### src/hdl/rgbdl_pkg.sv
`default_nettype none

package rgbdl_pkg;

	localparam int SPAN_BITS  = 8;
	localparam int CHAN_BITS  = 4;
	localparam int NCHAN      = 3;
	localparam int COLOR_BITS = NCHAN * CHAN_BITS;
	localparam int QUO_BITS   = CHAN_BITS + 2;
	localparam int NUM_BITS   = SPAN_BITS + QUO_BITS;
	localparam int LATENCY    = 2 + QUO_BITS + 1;

	typedef logic [SPAN_BITS-1:0] span_t;
	typedef logic [COLOR_BITS-1:0] color_t;
	typedef logic [NUM_BITS-1:0] num_t;
	typedef logic [QUO_BITS-1:0] quo_t;
	typedef logic [NCHAN-1:0][NUM_BITS-1:0] num_vec_t;
	typedef logic [NCHAN-1:0][QUO_BITS-1:0] quo_vec_t;

	typedef struct packed {
		logic        zero;
		color_t      color_start;
		logic [1:0]  thr;
		span_t       n;
	} side_t;

	function automatic logic [1:0] dither_thr(input logic [1:0] sel);
		logic [1:0] thr;
		case (sel)
			2'd0: thr = 2'd0;
			2'd1: thr = 2'd2;
			2'd2: thr = 2'd1;
			2'd3: thr = 2'd3;
			default: thr = 2'd0;
		endcase
		return thr;
	endfunction

endpackage

`default_nettype wire

### src/hdl/rgbdl_front.sv
`default_nettype none

module rgbdl_front (
	input  wire logic                clk,
	input  wire logic                arst_n,
	input  wire logic                in_valid,
	input  wire rgbdl_pkg::color_t   color_start,
	input  wire rgbdl_pkg::color_t   color_end,
	input  wire rgbdl_pkg::span_t    position,
	input  wire rgbdl_pkg::span_t    span_length,
	input  wire logic [7:0]          line_number,
	output logic                     valid_s2,
	output rgbdl_pkg::num_vec_t      num_s2,
	output rgbdl_pkg::side_t         side_s2
);
	import rgbdl_pkg::*;

	localparam int SUM_BITS = NUM_BITS - 2;

	logic   valid_s1;
	span_t  t_s1;
	span_t  nt_s1;
	color_t color_end_s1;
	side_t  side_s1;
	span_t  t_clamp;
	logic [NCHAN-1:0][SUM_BITS-1:0] sum;

	assign t_clamp = (position > span_length) ? span_length : position;

	always_comb begin
		for (int c = 0; c < NCHAN; c++) begin
			sum[c] = SUM_BITS'(side_s1.color_start[c*CHAN_BITS +: CHAN_BITS]) * SUM_BITS'(nt_s1)
				+ SUM_BITS'(color_end_s1[c*CHAN_BITS +: CHAN_BITS]) * SUM_BITS'(t_s1);
		end
	end

	always_ff @(posedge clk or negedge arst_n) begin
		if (!arst_n) begin
			valid_s1 <= 1'b0;
			valid_s2 <= 1'b0;
		end else begin
			valid_s1 <= in_valid;
			valid_s2 <= valid_s1;
		end
	end

	always_ff @(posedge clk) begin
		t_s1                <= t_clamp;
		nt_s1               <= span_length - t_clamp;
		color_end_s1        <= color_end;
		side_s1.zero        <= (span_length == '0);
		side_s1.color_start <= color_start;
		side_s1.thr         <= dither_thr(line_number[1:0]);
		side_s1.n           <= span_length;
		for (int c = 0; c < NCHAN; c++) begin
			num_s2[c] <= {sum[c], 2'b00};
		end
		side_s2 <= side_s1;
	end

endmodule

`default_nettype wire

### src/hdl/rgbdl_divider.sv
`default_nettype none

module rgbdl_divider (
	input  wire logic                 clk,
	input  wire logic                 arst_n,
	input  wire logic                 valid_in,
	input  wire rgbdl_pkg::num_vec_t  num_in,
	input  wire rgbdl_pkg::side_t     side_in,
	output logic                      valid_out,
	output rgbdl_pkg::quo_vec_t       quo_out,
	output rgbdl_pkg::side_t          side_out
);
	import rgbdl_pkg::*;

	// One quotient bit per stage, most significant first, for all channels at once.
	logic     vld_s  [QUO_BITS];
	num_vec_t rem_s  [QUO_BITS];
	quo_vec_t quo_s  [QUO_BITS];
	side_t    side_s [QUO_BITS];

	for (genvar k = 0; k < QUO_BITS; k++) begin : g_stage
		localparam int SH = QUO_BITS - 1 - k;

		logic     vld_src;
		num_vec_t rem_src;
		quo_vec_t quo_src;
		side_t    side_src;
		num_t     dvs;
		num_vec_t rem_nx;
		quo_vec_t quo_nx;

		if (k == 0) begin : g_first
			assign vld_src  = valid_in;
			assign rem_src  = num_in;
			assign quo_src  = '0;
			assign side_src = side_in;
		end else begin : g_next
			assign vld_src  = vld_s[k-1];
			assign rem_src  = rem_s[k-1];
			assign quo_src  = quo_s[k-1];
			assign side_src = side_s[k-1];
		end

		assign dvs = NUM_BITS'(side_src.n) << SH;

		always_comb begin
			for (int c = 0; c < NCHAN; c++) begin
				rem_nx[c] = rem_src[c];
				quo_nx[c] = quo_src[c];
				if (rem_src[c] >= dvs) begin
					rem_nx[c]     = rem_src[c] - dvs;
					quo_nx[c][SH] = 1'b1;
				end
			end
		end

		always_ff @(posedge clk or negedge arst_n) begin
			if (!arst_n) begin
				vld_s[k] <= 1'b0;
			end else begin
				vld_s[k] <= vld_src;
			end
		end

		always_ff @(posedge clk) begin
			rem_s[k]  <= rem_nx;
			quo_s[k]  <= quo_nx;
			side_s[k] <= side_src;
		end
	end

	assign valid_out = vld_s[QUO_BITS-1];
	assign quo_out   = quo_s[QUO_BITS-1];
	assign side_out  = side_s[QUO_BITS-1];

endmodule

`default_nettype wire

### src/hdl/rgbdl_dither.sv
`default_nettype none

module rgbdl_dither (
	input  wire logic                 clk,
	input  wire logic                 arst_n,
	input  wire logic                 valid_in,
	input  wire rgbdl_pkg::quo_vec_t  quo_in,
	input  wire rgbdl_pkg::side_t     side_in,
	output logic                      done,
	output rgbdl_pkg::color_t         color_out
);
	import rgbdl_pkg::*;

	color_t packed_color;

	always_comb begin
		for (int c = 0; c < NCHAN; c++) begin
			packed_color[c*CHAN_BITS +: CHAN_BITS] = quo_in[c][QUO_BITS-1:2]
				+ CHAN_BITS'(quo_in[c][1:0] > side_in.thr);
		end
	end

	always_ff @(posedge clk or negedge arst_n) begin
		if (!arst_n) begin
			done <= 1'b0;
		end else begin
			done <= valid_in;
		end
	end

	always_ff @(posedge clk) begin
		color_out <= side_in.zero ? side_in.color_start : packed_color;
	end

endmodule

`default_nettype wire

### src/hdl/rgb444_gradient_dither_lerp_unit.sv
// color_out and done are registered in the output stage, which follows the front and divider stages.
// Throughput: one item per cycle; busy stays low, so start may be held high continuously.
// The pipeline is two front stages, the six-stage restoring divider and one output stage.
// The receiver cannot stall; each result is shown for exactly one cycle with done.
// Reset (arst_n low) clears all valid bits at once; items in flight are dropped.
`default_nettype none

module rgb444_gradient_dither_lerp_unit (
	input  wire logic                clk,
	input  wire logic                arst_n,
	input  wire logic                start,
	output logic                     busy,
	input  wire rgbdl_pkg::color_t   color_start,
	input  wire rgbdl_pkg::color_t   color_end,
	input  wire rgbdl_pkg::span_t    position,
	input  wire rgbdl_pkg::span_t    span_length,
	input  wire logic [7:0]          line_number,
	output logic                     done,
	output rgbdl_pkg::color_t        color_out
);
	import rgbdl_pkg::*;

	logic     valid_s2;
	num_vec_t num_s2;
	side_t    side_s2;
	logic     div_valid;
	quo_vec_t div_quo;
	side_t    div_side;

	assign busy = 1'b0;

	rgbdl_front u_front (
		.clk         (clk),
		.arst_n      (arst_n),
		.in_valid    (start && !busy),
		.color_start (color_start),
		.color_end   (color_end),
		.position    (position),
		.span_length (span_length),
		.line_number (line_number),
		.valid_s2    (valid_s2),
		.num_s2      (num_s2),
		.side_s2     (side_s2)
	);

	rgbdl_divider u_divider (
		.clk       (clk),
		.arst_n    (arst_n),
		.valid_in  (valid_s2),
		.num_in    (num_s2),
		.side_in   (side_s2),
		.valid_out (div_valid),
		.quo_out   (div_quo),
		.side_out  (div_side)
	);

	rgbdl_dither u_dither (
		.clk       (clk),
		.arst_n    (arst_n),
		.valid_in  (div_valid),
		.quo_in    (div_quo),
		.side_in   (div_side),
		.done      (done),
		.color_out (color_out)
	);

endmodule

`default_nettype wire

### config.mk
export PLATFORM = sky130hd
export DESIGN_NAME = rgb444_gradient_dither_lerp_unit
export DESIGN_NICKNAME = d
export VERILOG_FILES = /design/src/hdl/rgbdl_pkg.sv /design/src/hdl/rgbdl_front.sv /design/src/hdl/rgbdl_divider.sv /design/src/hdl/rgbdl_dither.sv /design/src/hdl/rgb444_gradient_dither_lerp_unit.sv
export SDC_FILE = /design/constraint.sdc
export NUM_CORES = 1
export LEC_CHECK = 0
export BUFFER_PORTS_ARGS = -buffer_cell sky130_fd_sc_hd__clkbuf_2
export CAP_MARGIN = 20
export CORE_MARGIN = 5
export CORE_UTILIZATION = 35
export DETAILED_ROUTE_END_ITERATION = 6
export GPL_ROUTABILITY_DRIVEN = 1
export SLEW_MARGIN = 10
export SYNTH_ARGS = -nofsm -noshare
export SYNTH_HDL_FRONTEND = slang
export SYNTH_SLANG_ARGS = --single-unit
### constraint.sdc
create_clock -name clk -period 5.02 [get_ports clk]
set_clock_uncertainty 0.15 [all_clocks]
set_input_delay 0.251 -clock clk [delete_from_list [all_inputs] [get_ports clk]]
set_output_delay 0.251 -clock clk [all_outputs]
set_load 0.01 [all_outputs]
Word level (Yosys, flattened, before mapping)
Memories as Yosys holds them, arrays and structs flattened.
Cells that the tools add are included.
{"block": "op_classes", "addsub": 25, "mul": 6, "magnitude_cmp": 22, "n_eq_ne": 3, "muxes": 39, "n_reduce_logical": 2}
{"op": "2-to-1 mux 14 bit", "n": 18}
{"op": "multiplier 4 x 8 -> 12 bit", "n": 6}
{"op": "greater-or-equal comparator 14 x 10 -> 1 bit", "n": 3}
{"op": "greater-or-equal comparator 14 x 11 -> 1 bit", "n": 3}
{"op": "greater-or-equal comparator 14 x 12 -> 1 bit", "n": 3}
{"op": "greater-or-equal comparator 14 x 13 -> 1 bit", "n": 3}
{"op": "greater-or-equal comparator 14 x 8 -> 1 bit", "n": 3}
{"op": "greater-or-equal comparator 14 x 9 -> 1 bit", "n": 3}
{"op": "subtractor 14 x 10 -> 14 bit", "n": 3}
{"op": "subtractor 14 x 11 -> 14 bit", "n": 3}
{"op": "subtractor 14 x 12 -> 14 bit", "n": 3}
{"op": "subtractor 14 x 13 -> 14 bit", "n": 3}
{"op": "subtractor 14 x 8 -> 14 bit", "n": 3}
{"op": "subtractor 14 x 9 -> 14 bit", "n": 3}
{"op": "adder 12 bit", "n": 3}
{"op": "2-to-1 mux 1 bit", "n": 18}
{"op": "adder 4 x 1 -> 4 bit", "n": 3}
{"op": "2-to-1 mux 12 bit", "n": 1}
{"op": "greater-than comparator 8 bit", "n": 1}
{"op": "logical NOT 8 bit", "n": 1}
{"op": "2-to-1 mux 8 bit", "n": 1}
{"op": "one-hot mux 2 bit (4 select lines)", "n": 1}
{"op": "subtractor 8 bit", "n": 1}
{"op": "greater-than comparator 2 bit", "n": 3}
{"op": "3 further kinds", "n": 4}
{"block": "word_totals", "ff_bits": 131, "ramBits": 498, "inputBits": 51, "output_inout_bits": 14, "mem_count": 3}
{"name": "u_divider.rem_s", "words": 6, "width": 42, "rd": 5, "rd_clocked_by_memory_dff": 0, "wr": 6, "line": "rgbdl_divider.sv:17", "rtl": "num_vec_t rem_s [QUO_BITS];"}
{"name": "u_divider.side_s", "words": 6, "width": 23, "rd": 6, "rd_clocked_by_memory_dff": 0, "wr": 6, "line": "rgbdl_divider.sv:19", "rtl": "side_t side_s [QUO_BITS];"}
{"name": "u_divider.quo_s", "words": 6, "width": 18, "rd": 6, "rd_clocked_by_memory_dff": 0, "wr": 6, "line": "rgbdl_divider.sv:18", "rtl": "quo_vec_t quo_s [QUO_BITS];"}

Longest topological paths before layout
An unclocked memory read counts as a cell.
{"block": "depth", "depth_word": 4, "mapped_depth": 17}

Modules after synthesis
Synthesis repeated with hierarchy kept, for this count alone.
{"block": "hier_totals", "hier_cells": 2577, "hier_area_um2": 26396.6}
{"mod": "rgbdl_divider", "instances": 1, "cells_each": 1620, "area_per_inst_um2": 16748.6, "seq_area_each_um2": 8378.0}
{"mod": "rgbdl_front", "instances": 1, "cells_each": 888, "area_per_inst_um2": 8909.8, "seq_area_each_um2": 2252.2}
{"mod": "rgbdl_dither", "instances": 1, "cells_each": 67, "area_per_inst_um2": 726.9, "seq_area_each_um2": 265.3}
{"mod": "rgb444_gradient_dither_lerp_unit", "instances": 1, "cells_each": 2, "area_per_inst_um2": 11.3, "seq_area_each_um2": 0.0}

Least setup slack after synthesis
No wires, ideal clock.
{"block": "synth_timing", "kind": "register to register", "startpoint": "register u_front.nt_s1[1]", "endpoint": "register u_front.num_s2[41] (netlist bit)", "arrival_ns": 4.470, "required_ns": 4.791, "setup_slack_ns": 0.321, "path_stages_with_launch": 17, "period_less_slack_ns": 4.699, "path_cell_list": "dfxtp_1 > clkbuf_1 > nand2_1 > fa_1 > fa_1 > inv_1 > fa_1 > inv_1 > fa_1 > inv_1 > ha_1 > a21oi_1 > nor2b_1 > o31a_1 > or4_1 > a2111o_1 > o211ai_1"}
{"element": "start: declaration", "line": "rgbdl_front.sv:22", "rtl": "span_t nt_s1;"}
{"element": "start signal: assignment", "line": "rgbdl_front.sv:49", "rtl": "nt_s1 <= span_length - t_clamp;"}
{"element": "end signal: indexed assignment", "line": "rgbdl_front.sv:56", "rtl": "num_s2[c] <= {sum[c], 2'b00};"}
{"element": "end: declaration", "line": "rgbdl_front.sv:13", "rtl": "output rgbdl_pkg::num_vec_t num_s2,"}

==> summary.md <==
| Metric | Value |
|---|---|
| Run status | `completed` |
| Relative slew slack | `30.1%` |
| Worst Reg2Reg Path Length in Cells | `17` |
| Hold Vio Cnt, Final | `0` |
| Sequential area share after synthesis | `40.4%` |
| Share of layout cells above drive strength 1 | `10.0%` |
| CP Data Required Time | `5400 ps` |
| Post-synth cell types | `68` |
| P&R area growth vs syn | `15.3%` |
| Register area | `~0.010 sq mm` |
| Post-CTS setup buffer count | `0` |
| Total gr overflow | `0` |
| H-tree levels | `2` |
| Worst-path clk slew | `60 ps` |
| Antenna viol nets, final | `0` |
| Worst Setup End Kind | `flop` |
| Worst IR drop on VDD | `0.476 mV` |
| Combinational family with the most area after synthesis | `adder cells` |
| Synth top area share | `39.6%` |
| Critical Path AT | `5100 ps` |
| First-pass GRT wire length | `91300 microns` |
| Die area | `0.0775 sq mm` |
| TritonCTS clock tree | `done` |
| # clock sinks | `507` |
| Synth Area per Inst | `10.3 sq um` |
| Adder-cell share of the synthesized area | `a little under a quarter` |
| Crit path launch | `u_front.nt_s1[1]` |
| Cts bufs inserted | `55` |
| Fillcell total | `about 6800` |
| Diode count | `0` |
| RD Place Congestion | `between 0.9 and 1` |
| Initial antenna violation count | `0` |
| Unrepaired setup endpoints after global routing | `no` |
| Top FF cell, synth | `dfxtp_1` |
| Hold slack final | `approximately 110 ps` |
| Ranking of synthesized cells by area | `dfxtp_1 (40%), ha_1 (12%), fa_1 (11%), inv_1 (4.3%), and2_1 (3.7%)` |
| Drt pass-1 iters | `7` |
| P per Cell Area | `758 mW/mm^2` |
| Root buf cell | `clkbuf_16` |
| Worst setup path class | `flop to flop` |
| Drt drc | `0` |
| Total negative slack | `0 ps` |
| DR vias | `around 17000` |
| Wire per inst | `15.4 microns` |
| Via count of the first global-routing pass | `around 18000` |
| Reg2Reg Setup Slack | `300 ps` |
| Pleak | `between 0.01 and 0.015 uW` |
| Vias per cell | `4.71` |
| CP endpoint | `u_front.num_s2[13]` |
| Post-Syn Instances | `2451` |
| Largest net degree at the start of global routing | `19` |
| Top-Level Pins | `65` |
| DPL Wire Length | `approximately 44000 microns` |
| Tmin final | `4720 ps` |
| Post-Synth XOR/XNOR Area | `4.38%` |
| Max-cap viol count | `0` |
| Synth Area in Compound Gates | `9.35%` |
| Clock Tree Buf Depth | `3` |
| GRT Util Overall | `14.3%` |
| Port bufs | `57` |
| Post-synthesis mux area share | `4.24%` |
| Simple-gate portion of the synthesized area | `13.5%` |
| Max Slew Vio Count | `0` |
| Clock latency at the later pin of the worst-skew pair | `630 ps` |
| #FFs+latches synth | `507` |
| Total Nets Final | `3024` |
| Rows | `98` |
| Worst R2R Start | `u_front.nt_s1[1]` |
| DRT iter0 DRCs | `715` |
| Count of yosys warnings during synthesis | `0` |
| Max Fclk | `0.212 GHz` |
| Net Count, Synth | `2881` |
| Mapped Area | `~0.025 sq mm` |
| Synth area leader | `dfxtp_1` |
| Die Height | `between 200 and 300 microns` |
| Post-synth EDFFs | `0` |
| Tightest Pin Transition | `roughly 1000 ps` |
| Asr flop ratio synth | `1.78%` |
| Crit Reg-Reg Endpoint | `u_front.num_s2[13]` |
| Crit start category | `flop` |
| CORE AREA | `0.0715 sq mm` |
| Starting density of the core | `about a third` |
| Final clock period utilization by the worst path | `94.0%` |
| Total wire length | `approximately 55000 microns` |
| Setup Viol. Count Final | `0` |
| Width of the die | `278 microns` |
| CP Max Fanout | `11` |
| Multi-input logic area | `0.0137 sq mm` |
| Worst Hold Class | `input port to flop` |
## final cells by class
cell class              instances  share of cell area, %
multi-input cells            1615                   47.3
flip-flops and latches        507                   35.1
repair buffers                123                   3.08
clock inverters                27                   1.30
clock buffers                  71                   5.36
well taps                     950                   4.09
inverters                     292                   3.77
## how the worst min path moves through the flow
stage | startpoint | endpoint | cells after the start
after global routing | line_number[1] | u_front.side_s1[8] | 2
final | line_number[1] | u_front.side_s1[8] | 2
after floorplan | arst_n | u_dither.done | 0
after detailed placement | arst_n | u_dither.done | 1
after global placement | arst_n | u_dither.done | 1
after CTS | line_number[1] | u_front.side_s1[8] | 2
## synth_stat cells, drive strengths merged (6+ instances only)
library cell  number
nor2b             44
xnor2             86
xor2              40
a211oi             8
nand4b             6
nand3             26
and2             150
or4               10
o41ai              7
a31oi             12
mux2i             30
o21a              46
nand2b            17
ha               237
or3                6
nor4              14
clkbuf            22
fa               142
nand4             20
o21ai             91
inv              292
or2                9
nor2             148
nor3              55
a21o              18
o211ai            11
o31a              22
dfrtp              9
a21oi            111
nand2            115
mux2              65
nand3b             8
buf               15
dfxtp            498
o31ai             11
## worst max-delay path, stage by stage, from the launching register on
cell,delay [ps]
dfxtp_1,310
buf_4,180
and2_1,160
fa_1,530
inv_1,50
fa_1,520
inv_1,50
fa_1,470
inv_1,50
fa_1,470
inv_1,60
ha_1,260
a21oi_1,130
nor2b_1,70
o31a_1,250
or4_1,440
a2111o_1,390
o211ai_1,90
## where the power goes
part / leakage (uW) / switching [uW] / internal [uW] / total (uW)
logic: 0.00774 / 6060 / 5500 / 11600
clock network: 0.000943 / 1670 / 2520 / 4180
registers: 0.00429 / 806 / 5490 / 6290
## registers in the layout (all words and copies together) (netlist names)
register / count
u_divider.rem_s: 183
u_divider.side_s: 130
u_divider.quo_s: 63
u_front.num_s2: 36
u_front.side_s1: 23
u_front.side_s2: 23
u_dither.color_out: 12
u_front.color_end_s1: 12
u_front.nt_s1: 8
u_front.t_s1: 8
u_divider.g_stage.vld_src: 5
u_dither.done: 1
u_divider.valid_out: 1
u_front.valid_s1: 1
u_front.valid_s2: 1
## what timing repair did
action / 4_1_cts / 5_1_grt
setup endpoints to repair: 0 / 1
hold endpoints to repair: 60 / 0
gates resized for setup: 0 / 1
hold buffers: 45 / 0
## layout by cell type (no fill, tap or decap), types with 7 or more instances in the layout
cell type | Yosys | layout
a211oi_1 | 8 | 8
a21o_1 | 18 | 18
a21oi_1 | 109 | 109
a31oi_1 | 10 | 10
and2_1 | 150 | 150
buf_4 | 1 | 21
clkbuf_16 | 0 | 56
clkbuf_2 | 0 | 57
clkbuf_8 | 0 | 10
clkinv_2 | 0 | 9
dfrtp_1 | 9 | 9
dfxtp_1 | 498 | 497
dlygate4sd3_1 | 0 | 45
fa_1 | 142 | 142
ha_1 | 237 | 237
inv_1 | 292 | 292
mux2_2 | 55 | 55
mux2_4 | 10 | 10
mux2i_1 | 30 | 30
nand2_1 | 115 | 115
nand2b_1 | 17 | 17
nand3_1 | 26 | 26
nand3b_1 | 8 | 8
nand4_1 | 20 | 20
nor2_1 | 148 | 148
nor2b_1 | 42 | 42
nor3_1 | 54 | 54
nor4_1 | 13 | 13
o211ai_1 | 11 | 11
o21a_1 | 46 | 46
o21ai_0 | 89 | 89
o31a_1 | 22 | 22
o31ai_1 | 11 | 11
o41ai_1 | 7 | 7
or2_2 | 9 | 9
or4_1 | 10 | 10
xnor2_1 | 86 | 86
xor2_1 | 40 | 40
## kinds of logic (layout without fill, tap and decap cells)
| family | after synthesis | after routing |
|---|---|---|
| muxes | 95 | 95 |
| DFF | 507 | 507 |
| xor gates and xnor gates | 126 | 126 |
| AOI/OAI and AO/OA | 367 | 367 |
| adders and majority gates | 379 | 379 |
| buffers and inverters | 329 | 513 |
| other | 1 | 1 |
| and+or+nand+nor | 647 | 647 |
## metal layers
layer  up-vias  part of all wire, %  GRT usage (%)
met5         -                    0              0
met4         0                  5.1           6.72
met3       143                  2.9           2.02
met2       316                   50           25.7
met1      7971                   42           16.8
li1       8462                    -              -
## metrics by stage
stage,cell area (sq um),util (%),worst slack [ps],power [uW],cells
2_1_floorplan,25200,-,321,15300,2451
3_3_place_gp,26600,37.3,282,17500,3439
3_5_place_dp,26600,37.3,247,17900,3439
4_1_cts,29000,40.6,232,22200,3582
5_1_grt,29100,40.6,45.2,24200,3585
6_report,29100,40.6,302,22000,3585
No activity file was read; power rests on OpenSTA's default activity.
